<file path="config.mk">
export PLATFORM = sky130hd
export DESIGN_NAME = vrta_gain
export DESIGN_NICKNAME = d
export VERILOG_FILES = /design/src/hdl/vrta_pkg.sv /design/src/hdl/vrta_gain.sv
export SDC_FILE = /design/constraint.sdc
export NUM_CORES = 2
export LEC_CHECK = 0
export BUFFER_PORTS_ARGS = -buffer_cell sky130_fd_sc_hd__buf_2
export CAP_MARGIN = 20
export CORE_MARGIN = 3
export CORE_UTILIZATION = 65
export CTS_CLUSTER_DIAMETER = 40
export DETAILED_ROUTE_END_ITERATION = 16
export GPL_TIMING_DRIVEN = 0
export HOLD_SLACK_MARGIN = 0.02
export PLACE_DENSITY = 0.82
export SYNTH_ARGS = -nofsm -noshare
export SYNTH_HDL_FRONTEND = slang
export SYNTH_SLANG_ARGS = --single-unit
</file>
<file path="constraint.sdc">
create_clock -name clk -period 9.25 [get_ports clk]
set_input_delay 1.3875 -clock clk [delete_from_list [all_inputs] [get_ports clk]]
set_output_delay 1.3875 -clock clk [all_outputs]
set_load 0.01 [all_outputs]
</file>
<file path="src/hdl/vrta_pkg.sv">
// Shared types, widths and constants for the vector rotate-toward-angle unit.
// Holds the CORDIC arctangent table and the gain correction constant.
// Depends on nothing.
package vrta_pkg;

	localparam int DefSteps = 16;
	localparam int MaxSteps = 32;
	localparam int VecW = 52;
	localparam int ResW = 34;
	localparam int LoSplit = 26;
	localparam logic [31:0] InvGain = 32'd2608131496;
	localparam logic [31:0] HalfTurn = 32'h8000_0000;

	localparam logic [31:0] ATAN_TABLE [MaxSteps] = '{
		32'd536870912, 32'd316933406, 32'd167458907, 32'd85004756, 32'd42667331,
		32'd21354465, 32'd10680862, 32'd5340245, 32'd2670163, 32'd1335087,
		32'd667544, 32'd333772, 32'd166886, 32'd83443, 32'd41721, 32'd20860,
		32'd10430, 32'd5215, 32'd2607, 32'd1303, 32'd651, 32'd325, 32'd162,
		32'd81, 32'd40, 32'd20, 32'd10, 32'd5, 32'd2, 32'd1, 32'd0, 32'd0
	};

	typedef struct packed {
		logic [15:0] tgt;
		logic [14:0] stp;
		logic [31:0] x0;
		logic [31:0] y0;
		logic        zero;
	} side_t;

endpackage

</file>
<file path="src/hdl/vrta_gain.sv">
// Gain correction of one vector component: magnitude times the inverse
// CORDIC gain, rounded to Q16.16 half away from zero, saturated. Uses vrta_pkg.
module vrta_gain (
	input  logic                              clk,
	input  logic                              en,
	input  logic signed [vrta_pkg::VecW-1:0]  v_i,
	output logic [31:0]                       res_o
);

	localparam int W = vrta_pkg::VecW;
	localparam int L = vrta_pkg::LoSplit;
	localparam int SW = W + 32;

	logic             neg_s1;
	logic [W-1:0]     m_s1;
	logic             neg_s2;
	logic [W-L+31:0]  ph_s2;
	logic [L+31:0]    pl_s2;
	logic [SW-1:0]    sum;
	logic [W-17:0]    r;
	logic [31:0]      res_s3;

	always_comb begin
		sum = {ph_s2, {L{1'b0}}} + {{(SW-L-32){1'b0}}, pl_s2}
			+ ({{(SW-1){1'b0}}, 1'b1} << 47);
		r = sum[SW-1:48];
	end

	always_ff @(posedge clk) begin
		if (en) begin
			neg_s1 <= v_i[W-1];
			m_s1 <= v_i[W-1] ? $unsigned(-v_i) : $unsigned(v_i);
			neg_s2 <= neg_s1;
			ph_s2 <= {{32{1'b0}}, m_s1[W-1:L]} * {{(W-L){1'b0}}, vrta_pkg::InvGain};
			pl_s2 <= {{32{1'b0}}, m_s1[L-1:0]} * {{L{1'b0}}, vrta_pkg::InvGain};
			if (neg_s2) begin
				if (r >= {{(W-48){1'b0}}, 32'h8000_0000}) begin
					res_s3 <= 32'h8000_0000;
				end else begin
					res_s3 <= 32'd0 - r[31:0];
				end
			end else begin
				if (r > {{(W-48){1'b0}}, 32'h7FFF_FFFF}) begin
					res_s3 <= 32'h7FFF_FFFF;
				end else begin
					res_s3 <= r[31:0];
				end
			end
		end
	end

	assign res_o = res_s3;

endmodule

</file>
**Word level (Yosys, flattened, before mapping)**

Index checks and enable logic that the tools add are counted.
Widths: inputs -> output; s select.

- Bits in registers: 196
- Input bits: 54
- Output and inout port bits: 32
- Logic and storage cells: 19

- Add/subtract/negate cells: 4
- Multipliers: 2
- Order comparisons: 2
- Multiplexer cells: 4

Operator list:

| cell | count |
|---|---|
| $mul 26x29->55 const B | 2 |
| $mux 32 | 3 |
| $add 84x48->84 const B | 1 |
| $add 84x58->84 | 1 |
| $neg 52->52 | 1 |
| $mux 51 | 1 |
| $ge 36x32->1 const B | 1 |
| $gt 36x31->1 const B | 1 |
| $sub 1x32->32 const A | 1 |

**Depth between registers and ports, before layout**

- Word-level depth: 5
- Depth in mapped cells: 26

**Worst setup path after synthesis**

Ideal clock, no wire load.

- Kind: register to register
- Start: register m_s1[9]
- End: register pl_s2[55], data pin
- Setup time: 0.262 ns
- Data arrival time: 6.848 ns
- Required time: 8.988 ns
- Setup slack: 2.139 ns
- Cell stages (with the launch flop): 25
- Path buffers: 0
- Clock period less this slack: 7.111 ns
- Path through: edfxtp_1 -> fa_1 -> inv_1 -> fa_1 -> inv_1 -> fa_1 -> inv_1 -> fa_1 -> inv_1 -> fa_1 -> fa_1 -> inv_1 -> fa_1 -> inv_1 -> ha_1 -> nand4_1 -> o22ai_1 -> or4_1 -> a41oi_1 -> o21ai_0 -> a41o_1 -> a31oi_1 -> o21ba_2 -> mux2i_1 -> nand3_1

- Word-level cells in the longest chain between the ends: 1

RTL lines:

| element | line | source |
|---|---|---|
| from (decl) | vrta_gain.sv:15 | `logic [W-1:0] m_s1;` |
| from (signal assigned) | vrta_gain.sv:32 | `m_s1 <= v_i[W-1] ? $unsigned(-v_i) : $unsigned(v_i);` |
| $mul 26x29->55 | vrta_gain.sv:35 | `pl_s2 <= {{32{1'b0}}, m_s1[L-1:0]} * {{L{1'b0}}, vrta_pkg::InvGain};` |
| to (signal assigned) | vrta_gain.sv:35 |  |
| to (decl) | vrta_gain.sv:18 | `logic [L+31:0] pl_s2;` |

No other way between the ends.
A chain may end at the register's enable or synchronous reset.

**Worst setup path in the final report**

- Start: register m_s1[8]
- End: register pl_s2[55], data pin

Same word-level chain as after synthesis.

==> run metrics <==
status complete, no violations; Worst slew margin 0.311; core area 54200 sq um; Worst-Skew Late Latency 460 ps; Crit Path Category reg -> reg; Setup Fix Bufs, Post-CTS 0; root buffer cell clkbuf_16; hold buffers post-CTS 0; largest family of logic cells by synthesized area adder cells; XOR/XNOR Fraction of Synth Area 0.0390; Max Root-Sink Buffers 2; CP max-delay cell a41oi_1; unrepaired setup endpoints after global routing no; FF-to-FF Start m_s1[8]; worst path required time 9450 ps; H-Tree Depth 4; Worst-Margin Slew 1010 ps; simple-gate portion of the synthesized area 0.0655; Die Wd 241 microns; setup violators final 0; # diodes 0; routed via count 25055; hold endpoint neg_s2; Ports 86; Clock transition at path regs 70 ps; share of the yosys chip area belonging to registers 0.142; number of synthesized register bits 170; largest net degree at the start of global routing 105; final hold vios 0; Tcrit/Tclk final 0.964; Synth Warn # 0; HP Class reg -> reg; fin crit period 8920 ps; syn_area_per_cell 10.2 sq um; post-route ant nets 0; hpwl dp 78.7 mm; Data arrival, critical path 9120 ps; final cell count without fillers 4346; final net count 4889; Hold Crit Depth 0; area grow syn2layout 5.47%; clk sinks 170; CTS tree done; setup slack, reg-to-reg 330 ps; crit path capture type flop; CTS-repair resized insts 0; Synth Instances 3528; GRT Total Usage 0.323; Crit Reg-Reg Endpoint pl_s2[55]; R2R cell count 25; # rows 85; Die Area 58100 sq um; Routability Congestion 1.02; fmax 112 MHz; Synth Area in Adders 0.550; Max Clock Skew 10.2 ps; DRC viols 0; total congestion overflow 0; number of synthesized flops with an enable pin 170; drt initial violations 2105; Slew Viols, Final 0; setup TNS 0 ps; number of global-route vias before repair 25600; Max Fanout on Critical Path 7; final wirelength 89.0 mm; Initial Util 0.663; ys flop type edfxtp_1; vias per cell 5.77; first-pass GRT wire length 142 mm; Placed Cells 4312; first-pass iteration count of the detailed router 5; hold path start neg_s1; asr flop ratio synth 0; initial antenna violation count 1; max-cap violation count 0; mux cell area share after synthesis 0.00338; post-synthesis compound-gate area fraction 0.0921; drt wl/cell 20.5 microns; Distinct cells, synth 74; Die H 241 microns; PortBufs 85; syn nets 4780; slowest stage delay, CP 740 ps; Num CTS Buffers 17; layout cells sized above 1 0.0458; crit start category flop; Post-Syn Area 35900 sq um
area by class of cell:
class	count	area [sq um]
clock buffers	17	425
fillers	4049	16300
inverters	1002	3760
plain buffers	30	113
multi-input cells	2326	27000
well taps	696	871
clock inverters	15	184
repair buffers	90	484
flip-flops and latches	170	5100
cells in the final DEF, fill, tap and decap left out, types with 14 or more instances in the layout:
master     count
a211oi_1      20
nand2b_1      22
ha_1         561
buf_2         86
or3_1         14
inv_1       1002
o21a_1        15
xor2_1        41
fa_1         637
clkbuf_1      29
o21ai_0      101
a21o_1        76
nand4_1       25
a21oi_1      134
nor2_1        92
o21bai_1      19
or4_1         20
a31oi_1       23
nor4_1        15
or2_2         27
xnor2_1      119
clkbuf_16     17
nand2_1      104
edfxtp_1     170
nor3_1        42
nand3_1       29
o31ai_1       19
metrics by stage:
step	setup WS (ps)	hold WS, ps	util	cell area (sq um)
floorplan	2140	400	-	35900
global placement	532	624	0.686	37200
detailed placement	448	624	0.687	37300
CTS	376	650	0.699	37900
global route	16.6	699	0.699	37900
finish	332	677	0.699	37900
worst max-delay path: cells and delay by family (launching register included):
| kind | cells | cell delay [ps] |
|---|---|---|
| simple gates | 2 | 610 |
| fa+ha+maj | 8 | 3970 |
| mux | 1 | 200 |
| buf+inv | 6 | 500 |
| compound gates | 8 | 2700 |
| flops | 1 | 660 |
per-layer routing:
metal	share of wire	up-vias	wire length, microns	GRT usage
met1	0.44	12284	38900	0.483
li1	-	11576	-	-
met5	0	-	0	0
met4	0.023	0	2080	0.0715
met2	0.42	1062	37800	0.464
met3	0.11	133	10200	0.106
registers in the layout, summed over array words and instances (netlist names):
name / cells
ph_s2: 55
m_s1: 52
pl_s2: 29
res_o: 32
neg_s1: 1
neg_s2: 1
synth_stat cells, drive strengths merged (8+ instances only):
library cell / number / area (sq um)
nor3: 42 / 210
a31oi: 23 / 144
nor2: 92 / 345
o41ai: 8 / 77.6
o21a: 15 / 113
or4: 26 / 218
nor4: 15 / 93.8
fa: 637 / 12800
a21o: 76 / 571
a21oi: 134 / 671
o211ai: 10 / 75.1
o21ai: 101 / 505
nand2: 104 / 390
and2: 9 / 56.3
ha: 561 / 7020
nand4: 25 / 156
inv: 1002 / 3760
xnor2: 119 / 1040
xor2: 41 / 359
a211oi: 21 / 163
or3: 16 / 110
mux2i: 11 / 110
o221ai: 8 / 70.1
clkbuf: 29 / 109
a22oi: 9 / 67.6
and3: 12 / 75.1
or2: 27 / 169
o21bai: 19 / 143
nand3: 29 / 145
nand2b: 23 / 151
edfxtp: 170 / 5100
o31ai: 19 / 143
kinds of logic (layout without fill, tap and decap cells):
kind of cell    count (synthesis)  in the layout
fa+ha+maj                    1198           1198
buf+inv                      1032           1154
compound gates                507            507
simple gates                  449            449
flops                         170            170
xor+xnor                      160            160
mux                            12             12
worst max-delay path by stage:
stage | from | endpoint | depth (start not counted)
CTS | m_s1[15] | pl_s2[55] | 24
floorplan | m_s1[9] | pl_s2[55] | 24
finish | m_s1[8] | pl_s2[55] | 25
global route | m_s1[15] | pl_s2[55] | 24
global placement | m_s1[15] | pl_s2[55] | 24
detailed placement | m_s1[15] | pl_s2[55] | 24
Power is left out: the tool's default activity adds up to more than one toggle a clock period on the data nets, which glitch-free logic cannot reach.
