[src/hdl/vrta_pkg.sv]
// Shared types, widths and constants for the vector rotate-toward-angle unit.
// Holds the CORDIC arctangent table and the gain correction constant.
// Depends on nothing.
package vrta_pkg;

	localparam int DefSteps = 16;
	localparam int MaxSteps = 32;
	localparam int VecW = 52;
	localparam int ResW = 34;
	localparam int LoSplit = 26;
	localparam logic [31:0] InvGain = 32'd2608131496;
	localparam logic [31:0] HalfTurn = 32'h8000_0000;

	localparam logic [31:0] ATAN_TABLE [MaxSteps] = '{
		32'd536870912, 32'd316933406, 32'd167458907, 32'd85004756, 32'd42667331,
		32'd21354465, 32'd10680862, 32'd5340245, 32'd2670163, 32'd1335087,
		32'd667544, 32'd333772, 32'd166886, 32'd83443, 32'd41721, 32'd20860,
		32'd10430, 32'd5215, 32'd2607, 32'd1303, 32'd651, 32'd325, 32'd162,
		32'd81, 32'd40, 32'd20, 32'd10, 32'd5, 32'd2, 32'd1, 32'd0, 32'd0
	};

	typedef struct packed {
		logic [15:0] tgt;
		logic [14:0] stp;
		logic [31:0] x0;
		logic [31:0] y0;
		logic        zero;
	} side_t;

endpackage

[src/hdl/vrta_rot_cell.sv]
// One rotation cell of the turning chain: a single CORDIC micro-rotation
// that drives the residual angle toward zero. Uses vrta_pkg.
module vrta_rot_cell #(
	parameter int IDX = 0
) (
	input  logic                              clk,
	input  logic                              arst_n,
	input  logic                              en,
	input  logic                              vld_i,
	input  logic signed [vrta_pkg::VecW-1:0]  x_i,
	input  logic signed [vrta_pkg::VecW-1:0]  y_i,
	input  logic signed [vrta_pkg::ResW-1:0]  r_i,
	input  logic                              hit_i,
	output logic                              vld_o,
	output logic signed [vrta_pkg::VecW-1:0]  x_o,
	output logic signed [vrta_pkg::VecW-1:0]  y_o,
	output logic signed [vrta_pkg::ResW-1:0]  r_o,
	output logic                              hit_o
);

	logic signed [vrta_pkg::VecW-1:0] dx;
	logic signed [vrta_pkg::VecW-1:0] dy;
	logic signed [vrta_pkg::ResW-1:0] at;
	logic                             vld_q;
	logic signed [vrta_pkg::VecW-1:0] x_q;
	logic signed [vrta_pkg::VecW-1:0] y_q;
	logic signed [vrta_pkg::ResW-1:0] r_q;
	logic                             hit_q;

	assign dx = y_i >>> IDX;
	assign dy = x_i >>> IDX;
	assign at = $signed({{(vrta_pkg::ResW-32){1'b0}}, vrta_pkg::ATAN_TABLE[IDX]});

	always_ff @(posedge clk or negedge arst_n) begin
		if (!arst_n) begin
			vld_q <= 1'b0;
		end else if (en) begin
			vld_q <= vld_i;
		end
	end

	always_ff @(posedge clk) begin
		if (en) begin
			hit_q <= hit_i;
			if (!r_i[vrta_pkg::ResW-1]) begin
				x_q <= x_i - dx;
				y_q <= y_i + dy;
				r_q <= r_i - at;
			end else begin
				x_q <= x_i + dx;
				y_q <= y_i - dy;
				r_q <= r_i + at;
			end
		end
	end

	assign vld_o = vld_q;
	assign x_o = x_q;
	assign y_o = y_q;
	assign r_o = r_q;
	assign hit_o = hit_q;

endmodule

[config.mk]
export PLATFORM = sky130hd
export DESIGN_NAME = vrta_rot_cell
export DESIGN_NICKNAME = d
export VERILOG_FILES = /design/src/hdl/vrta_pkg.sv /design/src/hdl/vrta_rot_cell.sv
export SDC_FILE = /design/constraint.sdc
export NUM_CORES = 1
export LEC_CHECK = 0
export ABC_AREA = 1
export ABC_CLOCK_PERIOD_IN_PS = 1300
export BUFFER_PORTS_ARGS = -buffer_cell sky130_fd_sc_hd__buf_2
export CORE_ASPECT_RATIO = 1.2
export CORE_MARGIN = 3
export CORE_UTILIZATION = 40
export CTS_BUF_LIST = sky130_fd_sc_hd__clkbuf_16
export DETAILED_ROUTE_END_ITERATION = 7
export HOLD_SLACK_MARGIN = 0.12
export MAX_ROUTING_LAYER = met4
export PLACE_DENSITY = 0.64
export REMOVE_ABC_BUFFERS = 1
export SKIP_LAST_GASP = 1
export SLEW_MARGIN = 20
export SYNTH_ARGS = -nofsm -noshare
export SYNTH_HDL_FRONTEND = slang
export SYNTH_SLANG_ARGS = --single-unit
export TNS_END_PERCENT = 20
[constraint.sdc]
create_clock -name clk -period 1.3 [get_ports clk]
set_input_delay 0.26 -clock clk [delete_from_list [all_inputs] [get_ports clk]]
set_output_delay 0.26 -clock clk [all_outputs]
set_load 0.005 [all_outputs]
---- Word level (Yosys, flattened, before mapping) ----
Index checks and enable logic that the tools add are counted.
storage, ports and cells
  register bits after elaboration ......... 140
  latch bits .............................. 0
  RAM bits ................................ 0
  ROM bits ................................ 0
  input bits .............................. 143
  output and inout bits ................... 140
  logic and storage cells ................. 13
  memories kept ........................... 0
cells by class
  add/sub/neg operators ................... 5
  multiply operators ...................... 0
  divide/modulo/power cells ............... 0
  $lt $le $gt $ge ......................... 0
  equality and inequality tests ........... 0
  shift operators ......................... 0
  mux-type cells .......................... 3
  bitwise operators ....................... 0
  reduce and logical (&&, ||, !) cells .... 0
operators with widths
  kind                                                                   number
  52-bit 2-to-1 mux                                                      2
  52-bit subtractor                                                      2
  52-bit adder                                                           1
  34-bit by 31-bit adder with 34-bit output, second input constant       1
  34-bit 2-to-1 mux                                                      1
  34-bit by 31-bit subtractor with 34-bit output, second input constant  1

---- Depth between registers and ports, before layout ----
Gate-level depths: netlist of run 1.
  depth after elaboration ................. 2
  gate-level depth with buffers ........... 17

---- Worst setup path before layout of run 1 ----
OpenSTA, ideal clock, no wires.
  kind .................................... in2reg
  start point ............................. input port x_i[0] (netlist bit)
  end point ............................... register x_q, in the netlist x_o[48] (data pin)
  arrival ................................. 1822 ps
  data required time ...................... 1047 ps
  setup slack ............................. -776 ps
  stages .................................. 15
  buffers on the path ..................... 0
  cells stage by stage .................... inv_1 > ha_1 > fa_1 > inv_1 > nand2_1 > nand3_1 > nand2_1 > nand2_1 > nand2_1 > nand2_1 > nand2_1 > nand3_1 > nand2_1 > nand3_1 > nand2_1
on the way
  word-level cells in the longest chain between the ends .. 2
RTL lines
  item                                               RTL line                                  text
  from (decl)                                        vrta_rot_cell.sv:10                       input logic signed [vrta_pkg::VecW-1:0] x_i,
  52-bit subtractor or 52-bit adder (tied branches)  vrta_rot_cell.sv:46, vrta_rot_cell.sv:50
  52-bit 2-to-1 mux (*)                              vrta_rot_cell.sv:45                       if (!r_i[vrta_pkg::ResW-1]) begin
  to (signal assigned)                               vrta_rot_cell.sv:46                       x_q <= x_i - dx;
  to (signal assigned)                               vrta_rot_cell.sv:50                       x_q <= x_i + dx;
  to (decl)                                          vrta_rot_cell.sv:25                       logic signed [vrta_pkg::VecW-1:0] x_q;
Mark *: on every way between the ends. The rest lies on a longest branch, timed or not.
A chain may end at the register's enable or synchronous reset.

---- Final worst setup path of run 1 ----
  start point ............................. input port x_i[35] (netlist bit)
  end point ............................... register y_q, in the netlist y_o[42] (data pin)
on the way
  word-level cells in the longest chain between the ends .. 2
RTL lines
  item                                               RTL line                                  text
  52-bit adder or 52-bit subtractor (tied branches)  vrta_rot_cell.sv:47, vrta_rot_cell.sv:51
  52-bit 2-to-1 mux (*)                              vrta_rot_cell.sv:45
  to (signal assigned)                               vrta_rot_cell.sv:47                       y_q <= y_i + dy;
  to (signal assigned)                               vrta_rot_cell.sv:51                       y_q <= y_i - dy;
  to (decl)                                          vrta_rot_cell.sv:26                       logic signed [vrta_pkg::VecW-1:0] y_q;
Marked as above.

==> impl_metrics.json, run 1 <==
{
  "synth_edf_count": 138,
  "fp-row-count": 85,
  "min_path_cells": 1,
  "worstSetupPathType": "in -> reg",
  "p_per_area_nw_per_um2": 791,
  "grt-ovfl-total": 0,
  "worst_slew_pin_slew_ns": 0.433,
  "required_ns": 1.50,
  "synthArstFlopShare_pct": 0.719,
  "min_to": "r_o[22]$_DFFE_PP_",
  "r2r_setup_slack_ns": 0.57,
  "start_util_pct": 40.7,
  "crit_chain": "buf_6 -> inv_2 -> ha_4 -> buf_6 -> inv_6 -> nand2_4 -> nand2_4 -> nand2_2 -> nand2_2 -> nand2_2 -> nand2_2 -> a21oi_2 -> nand4_1 -> nand3_1 -> nand2_1",
  "clock.fmax_mhz": 557,
  "grt_pass1_wl_um": 120000,
  "synth_area_um2": 18400,
  "intPower_mw": 13.9,
  "timing.rr.start": "vld_o$_DFFE_PN0P_",
  "ys.flop_type": "edfxtp_1",
  "final_common_cell": "nand2_1",
  "port_buffers": 282,
  "cts-root-buf": "clkbuf_16",
  "grt_max_degree": 45,
  "p_seq_share_pct": 25.0,
  "path_clk_slew_ns": 0.06,
  "r2r-end": "vld_o$_DFFE_PN0P_",
  "drt-initial-drc-count": 1830,
  "antenna_found_initial": 0,
  "power_switching_mw": 9.50,
  "power_leakage_nw": 15.6,
  "yosysWarnings": 0,
  "min_from": "en",
  "slowest_stage": "ha_4",
  "synthesis.instances": 3062,
  "yosys.area.top_type_share_pct": 22.5,
  "drcViolationCount": 0,
  "fin_util_pct": 65.5,
  "setup_viol": 101,
  "synth_seq_area_share_pct": 22.7,
  "critPathMaxStageDelay_ns": 0.39,
  "status": "finished, violations left",
  "cts_made_buffers": 17,
  "syn_avg_cell_area_um2": 6.01,
  "clkPwrFrac_pct": 22.0,
  "violations": "negative setup slack",
  "dr_total_vias": 23000,
  "critical_path.max_fanout": 6,
  "areaGrowthSynthToFinish_pct": 60.7,
  "max_slew_margin_pct": 70.8,
  "worstPathArrival_ns": 2.00,
  "rsz0062_at_grt": "yes",
  "first_pass_iters": 6,
  "hp-class": "in -> reg",
  "fin_crit_ns": 1.80,
  "whs_ns": 0.140,
  "die_h_um": 241,
  "nNetsFinal": 4199,
  "start_kind": "input port",
  "ff2ff_path_depth": 1,
  "synth_area_leaders": "edfxtp_1 (23%), nand2_1 (22%), inv_1 (12%), ha_1 (11%), nand3_1 (7.2%)",
  "path_common_cell": "nand2_2",
  "drive_gt1_share_pct": 46.1,
  "setup_ws_ns": -0.496,
  "finalClockSkew_ns": 0,
  "diodes": 0,
  "grt_pass1_vias": 21800,
  "p_comb_share_pct": 53.0,
  "clk_path_buf_depth": 2,
  "maxCapViolations": 0,
  "switching_share_pct": 40.6,
  "num_io_pins": 283,
  "yosysUniqueCellTypes": 50,
  "clk_latency_ns": 0.46,
  "dieArea_um2": 48600,
  "core_um2": 45200,
  "finalHoldViolations": 0,
  "detailed_place_hpwl_um": 65900,
  "routedWlPerCell_um": 18.2,
  "globalplace.congestion": 1.06,
  "final.period_utilization_pct": 138,
  "ys_ff_latch": 139,
  "endpoint_kind": "flop",
  "cts.sinks": 139,
  "slew_viol_final": 0,
  "ir_worst_vdd_v": 0.000807,
  "wl_um": 82100,
  "dieWidth_um": 202,
  "yosysTopAreaCell": "edfxtp_1",
  "grt_use_total_pct": 33.0,
  "drt-vias-per-instance": 5.09,
  "cts_tree": "done",
  "most-common-layout-cells": "nand2_1 (778), buf_4 (550), inv_1 (497)",
  "htree_levels": 4,
  "ant_nets": 0
}
## power by group through the flow
stage          Combinational [mW]  Clock (mW)  Sequential [mW]
2_1_floorplan                4.58           0             6.00
3_3_place_gp                 9.46           0             5.92
3_5_place_dp                 9.47           0             5.93
4_1_cts                      11.2        5.25             5.85
5_1_grt                      13.3        5.42             5.89
6_report                     12.4        5.16             5.84
## per-stage QoR
step	area (µm²)	setup slack, ns	TNS (ns)	power [mW]	std cells
3_5_place_dp	23800	-1.29	-110.89	15.4	4362
3_3_place_gp	23800	-1.30	-112.00	15.4	4362
2_1_floorplan	17900	-1.43	-81.38	10.6	2990
5_1_grt	29600	-0.570	-46.68	24.6	4518
4_1_cts	27700	-0.398	-33.49	22.3	4473
6_report	29600	-0.496	-38.81	23.4	4518
## metal layers
layer | GRT usage, % | routed length (µm) | vias to the layer above
li1 | - | - | 11200
met1 | 38.5 | 32400 | 10600
met2 | 56.7 | 39800 | 994
met4 | 16.2 | 4580 | 0
met5 | - | 0 | -
met3 | 4.05 | 5350 | 236
## synthesized netlist by cell type (all sizes together), types with 23 or more instances
master	instances
inv	623
o21bai	36
o21ai	109
nand4	42
nor2	247
nor3	23
a21oi	156
buf	63
nand3	272
ha	156
edfxtp	138
xor2	31
nand2	1105
## worst max-delay path: cells and delay by family
family	cells	cell delay, ns
adders and majority gates	1	0.39
and+or+nand+nor	9	0.86
buffers and inverters	4	0.33
AOI/OAI and AO/OA	1	0.15
## repair_timing
item,CTS,global route
pin swaps,196,251
hold buffers,33,0
endpoints found under the hold margin,32,0
setup endpoints to repair,107,108
gates resized for setup,722,468
setup buffers,47,45
## worst max-delay path by stage
stage | cells past startpoint | endpoint | startpoint
global placement | 14 | x_o[50]$_DFFE_PP_ | x_i[18]
CTS | 15 | y_o[30]$_DFFE_PP_ | y_i[0]
finish | 15 | y_o[42]$_DFFE_PP_ | x_i[35]
floorplan | 5 | r_o[32]$_DFFE_PP_ | r_i[33]
detailed placement | 16 | x_o[48]$_DFFE_PP_ | x_i[0]
global route | 13 | x_o[50]$_DFFE_PP_ | x_i[32]
## cell families (layout without fill, tap and decap cells)
group,after synthesis,count (layout),share of synthesized area [%]
AOI/OAI and AO/OA,324,324,9.76
xor gates and xnor gates,32,32,1.52
adders and majority gates,160,160,11.0
buffers and inverters,697,1544,15.3
DFF,139,139,22.7
muxes,3,3,0.170
and+or+nand+nor,1707,1707,39.5
## final cells by class
| class | count | area (µm²) |
|---|---|---|
| Fill cell | 4010 | 15600 |
| Sequential cell | 139 | 4170 |
| Multi-Input combinational cell | 2226 | 15200 |
| Tap cell | 609 | 762 |
| Clock buffer | 17 | 425 |
| Clock inverter | 15 | 188 |
| Inverter | 625 | 2390 |
| Timing Repair Buffer | 887 | 6410 |
## flip-flops by register name (all words and copies together), names as in the netlist
signal	flops
hit_o	1
r_o	34
vld_o	1
x_o	52
y_o	51
Power figures use the tool's default switching activity.
==> run 2: changes to the inputs <==
--- a/config.mk
+++ b/config.mk
@@ -6,7 +6,7 @@
 export NUM_CORES = 1
 export LEC_CHECK = 0
 export ABC_AREA = 1
-export ABC_CLOCK_PERIOD_IN_PS = 1300
+export ABC_CLOCK_PERIOD_IN_PS = 1850
 export BUFFER_PORTS_ARGS = -buffer_cell sky130_fd_sc_hd__buf_2
 export CORE_ASPECT_RATIO = 1.2
 export CORE_MARGIN = 3
@@ -22,4 +22,4 @@
 export SYNTH_ARGS = -nofsm -noshare
 export SYNTH_HDL_FRONTEND = slang
 export SYNTH_SLANG_ARGS = --single-unit
-export TNS_END_PERCENT = 20
+export TNS_END_PERCENT = 10
==> constraint.sdc (replaced) <==
create_clock -name clk -period 1.85 [get_ports clk]
set_input_delay 0.37 -clock clk [delete_from_list [all_inputs] [get_ports clk]]
set_output_delay 0.37 -clock clk [all_outputs]
set_load 0.005 [all_outputs]
==> run 2 against run 1 <==
Effect of this change: cell count increased by 0.51%; worst hold slack improved by 0.011 ns; sequential share of layout area about the same; the run still ends with negative setup slack left; combinational power shrank 30%; largest cell class unchanged; sequential cell count is the same; critical endpoint is now x_o[14]$_DFFE_PP_; largest power group unchanged; utilization decreased by 0.17 points; design area fell by 0.25%; clock power is 28% lower.
==> impl_metrics.json, run 2 (same netlist as run 1, synthesis figures left out) <==
{
  "hp-class": "in -> reg",
  "fin_area_um2": 29500,
  "finalHoldViolations": 0,
  "antenna_found_initial": 3,
  "ir_worst_vdd_v": 0.000715,
  "rsz0062_at_grt": "yes",
  "startpoint": "y_i[8]",
  "clock.fmax_mhz": 528,
  "dpl-instance-area_um2": 24200,
  "p_per_area_nw_per_um2": 560,
  "critical_path.max_fanout": 3,
  "start_util_pct": 40.7,
  "ant_nets": 0,
  "power_leakage_nw": 15.6,
  "min_to": "vld_o$_DFFE_PN0P_",
  "r2r_setup_slack_ns": 1.10,
  "detailed_place_hpwl_um": 66100,
  "worstPathArrival_ns": 2.10,
  "min_from": "vld_i",
  "status": "finished, violations left",
  "drt-initial-drc-count": 1529,
  "clk_path_buf_depth": 2,
  "place_ws_ns": -0.880,
  "drt-vias-per-instance": 5.03,
  "dr_total_vias": 22800,
  "crit_chain": "buf_2 -> buf_4 -> inv_1 -> ha_1 -> nand2_1 -> nand2_1 -> inv_1 -> nand2_2 -> a21oi_4 -> o21ai_4 -> buf_4 -> or2_2 -> nand3_1 -> o21ai_0",
  "cts.sinks": 139,
  "grt_pass1_wl_um": 116000,
  "globalplace.congestion": 1.04,
  "drive_gt1_share_pct": 45.5,
  "drcViolationCount": 0,
  "fillers": 4029,
  "ff2ff_path_depth": 1,
  "wl_um": 81200,
  "clk_latency_ns": 0.46,
  "fp-row-count": 85,
  "final.period_utilization_pct": 102,
  "slew_viol_final": 0,
  "htree_levels": 4,
  "dieArea_um2": 48600,
  "cts-root-buf": "clkbuf_16",
  "routedWlPerCell_um": 17.9,
  "grt-ovfl-total": 0,
  "worst_slew_pin_slew_ns": 0.555,
  "power_mw": 16.5,
  "areaGrowthSynthToFinish_pct": 60.3,
  "num_io_pins": 283,
  "min_path_cells": 2,
  "port_buffers": 282,
  "critPathMaxStageDelay_ns": 0.27,
  "setup_ws_ns": -0.0443,
  "grt_pass1_vias": 21000,
  "cts_tree": "done",
  "dieWidth_um": 202,
  "endpoint_kind": "flop",
  "setup_viol": 39,
  "die_h_um": 241,
  "maxCapViolations": 0,
  "final_common_cell": "nand2_1",
  "largest_reg_flops": 52,
  "cts_made_buffers": 17,
  "multi_input_area_um2": 14900,
  "worstSetupPathType": "in -> reg",
  "required_ns": 2.06,
  "fin_crit_ns": 1.89,
  "start_kind": "input port",
  "fin_util_pct": 65.3,
  "crit_buf_inv": 5,
  "grt_use_total_pct": 32.0,
  "r2r-end": "vld_o$_DFFE_PN0P_",
  "finalClockSkew_ns": 0,
  "seq_area_um2": 4170,
  "timing.rr.start": "vld_o$_DFFE_PN0P_",
  "slowest_stage": "or2_2",
  "most-common-layout-cells": "nand2_1 (814), buf_4 (563), inv_1 (491)",
  "nNetsFinal": 4219,
  "crit_family": "simple AND/OR/NAND/NOR gates",
  "violations": "negative setup slack",
  "path_clk_slew_ns": 0.07,
  "first_pass_iters": 6,
  "core_um2": 45200,
  "max_slew_margin_pct": 63.0,
  "grt_max_degree": 102
}
-- run 2: changes by cell type in the layout (fill, tap and decap cells not counted), moves of 6 or more --
cell,delta
nor2_4,-14
a21oi_2,-9
buf_6,+7
a21oi_4,-6
nand2_4,-17
nand2_1,+36
a21oi_1,+15
inv_4,+11
nor2_2,+11
nand3_1,+6
nand2_2,-21
buf_4,+13
inv_1,-6
ha_2,+6
-- run 2: where the power goes --
group          switching, mW  leakage, nW  total, mW  internal [mW]
Sequential             0.108         1.36       4.09           3.99
Clock                   1.56        0.302       3.73           2.17
Combinational           5.01         13.9       8.69           3.68
Total                   6.68         15.6       16.5           9.84
-- run 2: final cells by class --
cell class | count | area share, %
clock inverters | 15 | 0.678
repair buffers | 907 | 22.4
well taps | 609 | 2.58
flip-flops and latches | 139 | 14.1
clock buffers | 17 | 1.44
inverters | 625 | 8.19
diodes | 3 | 0.0254
multi-input cells | 2226 | 50.5
-- run 2: how the worst max path moves through the flow --
| stage | endpoint | cells past startpoint |
|---|---|---|
| finish | x_o[14]$_DFFE_PP_ | 14 |
| global route | y_o[48]$_DFFE_PP_ | 14 |
| CTS | x_o[39]$_DFFE_PP_ | 15 |
| detailed placement | x_o[42]$_DFFE_PP_ | 15 |
| global placement | y_o[35]$_DFFE_PP_ | 15 |
| floorplan | r_o[32]$_DFFE_PP_ | 5 |
-- run 2: per-layer routing --
metal	share of wire [%]	vias to the layer above	track usage, %
met3	5.3	192	2.77
met4	5.0	0	12.6
li1	-	11200	-
met1	41	10500	38.4
met2	48	867	55.7
met5	0	-	-
-- run 2: what timing repair did --
| item | CTS | global route |
|---|---|---|
| hold buffers | 31 | 0 |
| pin swaps | 40 | 284 |
| endpoints found under the hold margin | 31 | 0 |
| endpoints found under the setup margin | 90 | 89 |
| resized for setup | 272 | 876 |
| gates cloned | 0 | 1 |
| buffers inserted | 10 | 56 |
-- run 2: metrics by stage --
step	cells	setup TNS [ns]	hold WS, ns
5_1_grt	4540	-5.33	0.133
2_1_floorplan	2990	-36.40	0.0744
4_1_cts	4483	-2.15	0.126
6_report	4541	-0.739	0.151
3_3_place_gp	4410	-68.58	0.153
3_5_place_dp	4410	-68.12	0.152
